$ cat src/rtl/vbpc_pkg.sv
// Shared constants, types and functions of the background pixel classifier.
// No dependencies.
package vbpc_pkg;
    localparam int NUM_SAMPLES_P = 20;
    localparam int MAX_WIDTH     = 128;
    localparam int MAX_HEIGHT    = 128;
    localparam int COORD_W       = 7;
    localparam int SLOT_W        = 5;
    localparam int PIX_W         = 8;
    localparam int RUN_DEPTH     = MAX_WIDTH * MAX_HEIGHT;
    localparam int ADDR_W        = $clog2(RUN_DEPTH);
    localparam int ROW_BITS      = NUM_SAMPLES_P * PIX_W;
    localparam int CNT_W         = $clog2(NUM_SAMPLES_P + 1);
    localparam int CFG_IDX_W     = 3;
    localparam logic [7:0] RUN_MAX   = 8'd255;
    localparam logic [7:0] MASK_FG   = 8'd255;
    localparam logic [7:0] MASK_BG   = 8'd0;

    localparam logic [CFG_IDX_W-1:0] CFG_RADIUS  = 3'd0;
    localparam logic [CFG_IDX_W-1:0] CFG_MIN     = 3'd1;
    localparam logic [CFG_IDX_W-1:0] CFG_WIDTH   = 3'd2;
    localparam logic [CFG_IDX_W-1:0] CFG_HEIGHT  = 3'd3;
    localparam logic [CFG_IDX_W-1:0] CFG_PERSIST = 3'd4;

    localparam logic REQ_LOAD = 1'b0;
    localparam logic REQ_TEST = 1'b1;

    typedef struct packed {
        logic                en;
        logic [ADDR_W-1:0]   addr;
        logic [SLOT_W-1:0]   slot;
        logic [PIX_W-1:0]    data;
    } sample_wr_t;

    function automatic logic signed [1:0] pick_offset(input logic [3:0] pick);
        logic signed [1:0] off;
        case (pick)
            4'd0: off = -2'sd1;
            4'd1: off = 2'sd0;
            4'd2: off = 2'sd1;
            4'd3: off = -2'sd1;
            4'd4: off = 2'sd1;
            4'd5: off = -2'sd1;
            4'd6: off = 2'sd0;
            4'd7: off = 2'sd1;
            default: off = 2'sd0;
        endcase
        return off;
    endfunction

    function automatic logic [COORD_W-1:0] clamp_coord(input logic [COORD_W-1:0] base,
                                                       input logic signed [1:0] off,
                                                       input logic [7:0] size,
                                                       input logic [8:0] maxv);
        logic signed [9:0] c;
        logic [8:0]        lim;
        lim = {1'b0, size};
        if (lim == 9'd0) lim = 9'd1;
        if (lim > maxv) lim = maxv;
        c = $signed({3'b000, base}) + 10'(off);
        if (c < 0) c = 10'sd0;
        if (c >= $signed({1'b0, lim})) c = $signed({1'b0, lim - 9'd1});
        return c[COORD_W-1:0];
    endfunction

    function automatic logic [ADDR_W-1:0] cell_addr(input logic [COORD_W-1:0] row,
                                                    input logic [COORD_W-1:0] col);
        return ADDR_W'(row) * ADDR_W'(MAX_WIDTH) + ADDR_W'(col);
    endfunction
endpackage

$ cat src/rtl/vbpc_match.sv
// Match unit: compares a pixel with all stored samples and decides background.
// Depends on vbpc_pkg.
module vbpc_match (
    input  logic [vbpc_pkg::ROW_BITS-1:0] samples,
    input  logic [7:0]                    pixel,
    input  logic [7:0]                    radius,
    input  logic [4:0]                    min_hits,
    output logic                          background
);
    import vbpc_pkg::*;

    logic [NUM_SAMPLES_P-1:0] hit;
    logic [CNT_W-1:0]         count;

    always_comb begin
        logic [7:0] s;
        logic [7:0] d;
        for (int k = 0; k < NUM_SAMPLES_P; k++) begin
            s = samples[k*PIX_W +: PIX_W];
            d = (s > pixel) ? s - pixel : pixel - s;
            hit[k] = d < radius;
        end
    end

    assign count      = CNT_W'($countones(hit));
    assign background = 6'(count) >= 6'(min_hits);
endmodule

$ cat config.mk
export PLATFORM = sky130hd
export DESIGN_NAME = vbpc_match
export DESIGN_NICKNAME = d
export VERILOG_FILES = /design/src/rtl/vbpc_pkg.sv /design/src/rtl/vbpc_match.sv
export SDC_FILE = /design/constraint.sdc
export NUM_CORES = 1
export LEC_CHECK = 0
export BUFFER_PORTS_ARGS = -buffer_cell sky130_fd_sc_hd__buf_2
export CAP_MARGIN = 0
export CORE_AREA = 2 2 190 192
export DETAILED_ROUTE_END_ITERATION = 10
export DIE_AREA = 0 0 192 194
export MAX_ROUTING_LAYER = met4
export PLACE_DENSITY = 0.62
export SETUP_SLACK_MARGIN = 0.1
export SYNTH_ARGS = -nofsm -noshare
export SYNTH_HDL_FRONTEND = slang
export SYNTH_SLANG_ARGS = --single-unit
$ cat constraint.sdc
create_clock -name vclk -period 10.25
set_input_delay 1.025 -clock vclk [all_inputs]
set_output_delay 1.025 -clock vclk [all_outputs]
set_load 0.03 [all_outputs]
==> results by group, run 1 <==
Setup path
  • Data required, critical path: 9230 ps
  • CP endpoint: background
  • Startpoint Class: primary input
  • Crit path kind: primary input to output port
  • Worst EP arrival: 8840 ps
  • Setup crit end kind: output port
  • Critical path's slowest cell: fa_1
  • Setup crit start: pixel[4]
  • Crit-path max FO: 13
  • Max stage delay on crit path: around 560 ps
  • Critical path's most frequent cell: a21o_1

Timing
  • Fin crit period: roughly 10000 ps
  • Final count of hold timing violations: 0
  • Slew Limit Headroom: 0.234
  • Final setup viols: 0
  • Max Fclk: 0.101 GHz
  • Final period util: 0.962
  • Actual slew at the worst max-slew pin: approximately 1100 ps
  • Pins Over Slew Limit: 0
  • Post-route setup TNS: 0 ps
  • RSZ-0062 raised after global routing: no

Synthesis
  • Post-Synthesis Net Count: ~2700
  • Sequential share of the synthesized area: 0
  • Top post-synthesis cells by area: ha_1, fa_1, mux2i_1, a21o_1, a21oi_1
  • Area share of the leading cell type in the synthesized netlist: 0.352
  • Post-Synthesis Cells: 1991
  • Most frequent cell after synthesis: ha_1
  • Top cells by count, synth: ha_1, inv_1, a21oi_1
  • Netlist cell types: 60
  • Yosys warns: 0
  • Synth area leader: ha_1
  • Cell Area, Synth: ~0.016 sq mm
  • Syn Area/Cell: 8.06 sq um

Finish
  • Register Area: 0 sq um
  • Share of cells above drive strength 1: 0.138
  • Nets: roughly 2800
  • Filler cells: 3551
  • CLK BUF: 0
  • # diodes: 0
  • Num sequential: 0
  • Layout area overhead: 9.54%
  • Fin area: 0.0176 sq mm

Floorplan
  • Die width: 192 microns
  • Die height: 194 microns
  • Die ar.: about 0.037 sq mm
  • Placeable Area: 0.0352 sq mm
  • Row count: 69
  • # IOs: 182
  • Initial Util: 0.456

Routing
  • Drt via density: between 5 and 6
  • TritonRoute pass-1 iters: 5
  • Antenna Violating Nets Remaining: 0
  • Drt drc: 0
  • Drt first-iter violations: 816
  • Via Count: 15200
  • WL/cell: 20.3 microns
  • Final wirelength: between 50000 and 60000 microns

Power and ir drop
  • Switching Power: approximately 1.7 mW
  • Clock network fraction of total power: 0
  • Lkg Pwr: 9.50 nW
  • Reg power frac: 0
  • Power, Total: a little under 3 mW
  • VDD IR max: 1.13 mV
  • Comb power frac: 1.000
  • Pint: 1.33 mW
  • Switching part of the total: 0.555
  • Pwr dens: 170 mW/mm^2

Placement
  • GP Congestion: 0.939
  • PortBufs: about 180
  • Hpwl dp: 42300 microns
  • Cell Area, Placed: around 0.018 sq mm

Global route
  • Vias in the first global route: 15100
  • Total global routing overflow: 0
  • First-pass GRT wire length: around 82000 microns
  • Total GRT Usage: 0.286
  • Initial antenna violation count: 0
  • Largest net degree at the start of global routing: 28

Flow run
  • MaxCap Viol Count: 0

Hold path
  • Hold Crit Class: primary input to output port

Status
  • Outcome: complete, no violations
==> repair_timing <==
action | CTS | global route
setup endpoints to repair | 0 | 1
setup buffers | 0 | 3
hold endpoints to repair | 0 | 0
gates resized for setup | 0 | 9
hold buffers | 0 | 0
==> cell type report <==
class,instances,area (sq um),share of cell area
multi-input cells,1691,14900,0.847
repair buffers,231,1290,0.0733
inverters,218,822,0.0468
well taps,461,577,0.0328
==> metrics by stage <==
step | hold slack (ps) | utilization | setup slack, ps | instances
2_1_floorplan | 2450 | - | 539 | 1991
3_3_place_gp | 2580 | 0.498 | 241 | 2598
3_5_place_dp | 2590 | 0.498 | 155 | 2598
4_1_cts | 2590 | 0.498 | 173 | 2598
5_1_grt | 2640 | 0.499 | 104 | 2601
6_report | 2590 | 0.499 | 389 | 2601
==> critical path: cells and delay by family <==
kind | cells | cell delay, ps
adder cells (fa/ha/maj) | 10 | 3990
AO/OA/AOI/OAI | 11 | 2280
multiplexers | 1 | 390
buffers and inverters | 8 | 1150
==> cell families after synthesis <==
kind of cell,share of synthesized area
AOI/OAI and AO/OA,0.262
adders and majority gates,0.420
and+or+nand+nor,0.111
buffers and inverters,0.0724
muxes,0.0766
xor gates and xnor gates,0.0584
==> cells in the final DEF, fill, tap and decap left out, types with 54 or more instances in the layout <==
cell type    n
a21o_1     127
a21oi_1    189
buf_2      178
fa_1        54
ha_1       452
inv_1      216
mux2i_1     97
nand2_1    107
o21ai_0     57
xor2_1      63
==> power groups by stage <==
stage          sequential, mW  combinational (mW)  clock (mW)
3_5_place_dp                0                2.95           0
3_3_place_gp                0                2.90           0
2_1_floorplan               0                2.23           0
6_report                    0                2.98           0
4_1_cts                     0                2.97           0
5_1_grt                     0                3.42           0
==> per-layer routing <==
layer	routed length, microns	vias to the layer above	part of all wire	GRT usage
met2	25000	443	0.47	0.479
met4	2240	0	0.042	0.0981
met3	2190	107	0.042	0.0147
met1	23300	7124	0.44	0.365
met5	0	-	0	-
li1	-	7557	-	-
==> how the worst min path moves through the flow <==
| stage | startpoint | endpoint | depth (start not counted) |
|---|---|---|---|
| 2_1_floorplan | min_hits[4] | background | 3 |
| 3_3_place_gp | min_hits[4] | background | 5 |
| 3_5_place_dp | min_hits[4] | background | 5 |
| 4_1_cts | min_hits[4] | background | 5 |
| 5_1_grt | min_hits[4] | background | 5 |
| 6_report | min_hits[4] | background | 5 |
Note: power is estimated with default switching activity, not from simulation.
==> inputs of run 2 (changes only) <==
CORE_AREA = 2 2 174 176   (was 2 2 190 192)
DIE_AREA = 0 0 176 178   (was 0 0 192 194)
PLACE_DENSITY = 0.72   (was 0.62)
clock period = 11.7 ns   (was 10.25 ns; I/O delays follow)
==> run 2 against run 1 <==
Against the previous run: die area down 16%; global-route usage up 2.8 points; count of clock-buffer cells in the layout stayed put; via count increased by 0.70%; worst hold slack better by 420 ps; routed wire length fell by 7.3%; first-iteration DRC count increased by 21%; worst setup slack better by 750 ps.
==> results by group, run 2 (synthesis results as in run 1) <==
Setup path
  • Setup crit end kind: output port (unchanged)
  • Worst EP arrival: 9390 ps (was 8840 ps)
  • Data required, critical path: 10530 ps (was 9230 ps)
  • Crit path kind: primary input to output port (unchanged)
  • Crit-path max FO: 14 (was 13)
  • Startpoint Class: primary input (unchanged)

Routing
  • WL/cell: 19.5 microns (was 20.3 microns)
  • Drt drc: 0 (unchanged)
  • Final wirelength: 48900 microns (was 52800 microns)
  • Drt first-iter violations: 989 (was 816)
  • Via Count: 15300 (was 15200)
  • Antenna Violating Nets Remaining: 0 (unchanged)
  • Drt via density: 6.12 (was 5.86)
  • TritonRoute pass-1 iters: 6 (was 5)

Power and ir drop
  • Switching Power: 1.42 mW (was 1.65 mW)
  • Reg power frac: 0 (about the same)
  • Clock network fraction of total power: 0 (about the same)
  • VDD IR max: 0.532 mV (was 1.13 mV)
  • Pwr dens: 149 mW/mm^2 (was 170 mW/mm^2)
  • Switching part of the total: 0.551 (was 0.555)
  • Pint: 1.15 mW (was 1.33 mW)
  • Comb power frac: 1.000 (about the same)
  • Lkg Pwr: 9.39 nW (was 9.50 nW)

Floorplan
  • # IOs: 182 (unchanged)
  • Initial Util: 0.546 (was 0.456)
  • Row count: 63 (was 69)
  • Placeable Area: 0.0294 sq mm (was 0.0352 sq mm)
  • Die ar.: 0.0313 sq mm (was 0.0372 sq mm)
  • Die width: 176 microns (was 192 microns)
  • Die height: 178 microns (was 194 microns)

Finish
  • Nets: 2806 (was 2829)
  • Most frequent cells in the layout: ha_1, inv_1, a21oi_1, buf_2, a21o_1 (unchanged)
  • Commonest non-fill, non-tap cell in the layout: ha_1 (unchanged)
  • Layout area overhead: 7.79% (was 9.54%)
  • Share of cells above drive strength 1: 0.128 (was 0.138)
  • CLK BUF: 0 (unchanged)
  • Num sequential: 0 (unchanged)
  • Register Area: 0 sq um (unchanged)
  • # diodes: 0 (unchanged)
  • Fin area: 0.0173 sq mm (was 0.0176 sq mm)

Placement
  • Cell Area, Placed: 0.0173 sq mm (was 0.0175 sq mm)
  • GP Congestion: 0.977 (was 0.939)
  • Hpwl dp: 38900 microns (was 42300 microns)
  • Pre-CTS setup slack: 1220 ps (was 155 ps)
  • PortBufs: 182 (unchanged)

Status
  • Outcome: complete, no violations (unchanged)

Hold path
  • Hold endpoint: background (unchanged)
  • Hold Crit Class: primary input to output port (unchanged)
  • Hold Path Stages: 5 (unchanged)
  • Hold Crit Start: min_hits[4] (unchanged)

Timing
  • Actual slew at the worst max-slew pin: 944 ps (was 1150 ps)
  • Max Fclk: between 0.09 and 0.1 GHz
  • Final count of hold timing violations: 0 (unchanged)
  • Final period util: 0.902
  • WHS: 3010 ps (was 2590 ps)
  • Slew Limit Headroom: 0.370 (was 0.234)
  • Fin worst setup slack: 1140 ps (was 389 ps)
  • Fin crit period: 10560 ps
  • Pins Over Slew Limit: 0 (unchanged)
  • RSZ-0062 raised after global routing: no (unchanged)
  • Final setup viols: 0 (unchanged)
  • Post-route setup TNS: 0 ps (unchanged)

Clock tree
  • CTS resizes: 0 (unchanged)
  • Post-CTS Setup Inserts: 0 (unchanged)
  • Hold buffer count at cts: 0 (unchanged)

Global route
  • Largest net degree at the start of global routing: 27 (was 28)
  • Total global routing overflow: 0 (unchanged)
  • Total GRT Usage: 0.314 (was 0.286)
  • Vias in the first global route: 15200 (was 15100)
  • Initial antenna violation count: 0 (unchanged)
  • First-pass GRT wire length: 76900 microns (was 81700 microns)

Flow run
  • MaxCap Viol Count: 0 (unchanged)
## run 2: per-layer routing
layer  GRT usage  vias to the layer above  share of wire
li1            -                     7506              -
met1       0.398                     7177           0.45
met2       0.535                      525           0.46
met3      0.0164                      130          0.051
met4       0.106                        0          0.039
met5           -                        -              0
## run 2: critical path, cell delays in order
cell and delay, ps:
buf_2 400, inv_1 530, ha_1 360, a21o_1 180
a221oi_1 440, a21oi_2 230, mux2_2 320, ha_1 270
a21boi_0 180, o21a_1 130, o2111ai_1 90, and3_1 170
o21ai_0 370, fa_1 540, fa_1 530, fa_1 530
fa_1 550, inv_1 60, fa_1 470, ha_1 240
fa_1 450, ha_1 280, a21o_1 150, a21o_1 170
a21o_1 170, a21o_1 210, buf_2 180
## run 2: power groups by stage
stage / clock network, mW / registers, mW / logic (mW)
detailed placement: 0 / 0 / 2.54
floorplan: 0 / 0 / 1.95
global route: 0 / 0 / 2.93
global placement: 0 / 0 / 2.48
finish: 0 / 0 / 2.57
CTS: 0 / 0 / 2.57
## run 2: how the worst max path moves through the flow
stage                   from          to  cells after the start
floorplan           pixel[1]  background                     26
global placement    pixel[4]  background                     29
detailed placement  pixel[4]  background                     29
CTS                 pixel[4]  background                     27
global route        pixel[4]  background                     27
finish              pixel[4]  background                     27
## run 2: area by class of cell
| cell class | instances | area (sq um) |
|---|---|---|
| fill | 2769 | 12100 |
| inverter | 218 | 818 |
| multi-input combinational | 1691 | 14900 |
| tap | 390 | 488 |
| timing repair buffer | 208 | 1110 |
## run 2: stage by stage
step	util	std cells	total power, mW
floorplan	-	1991	1.95
global placement	0.588	2507	2.48
detailed placement	0.588	2507	2.54
CTS	0.588	2507	2.57
global route	0.588	2507	2.93
finish	0.588	2507	2.57
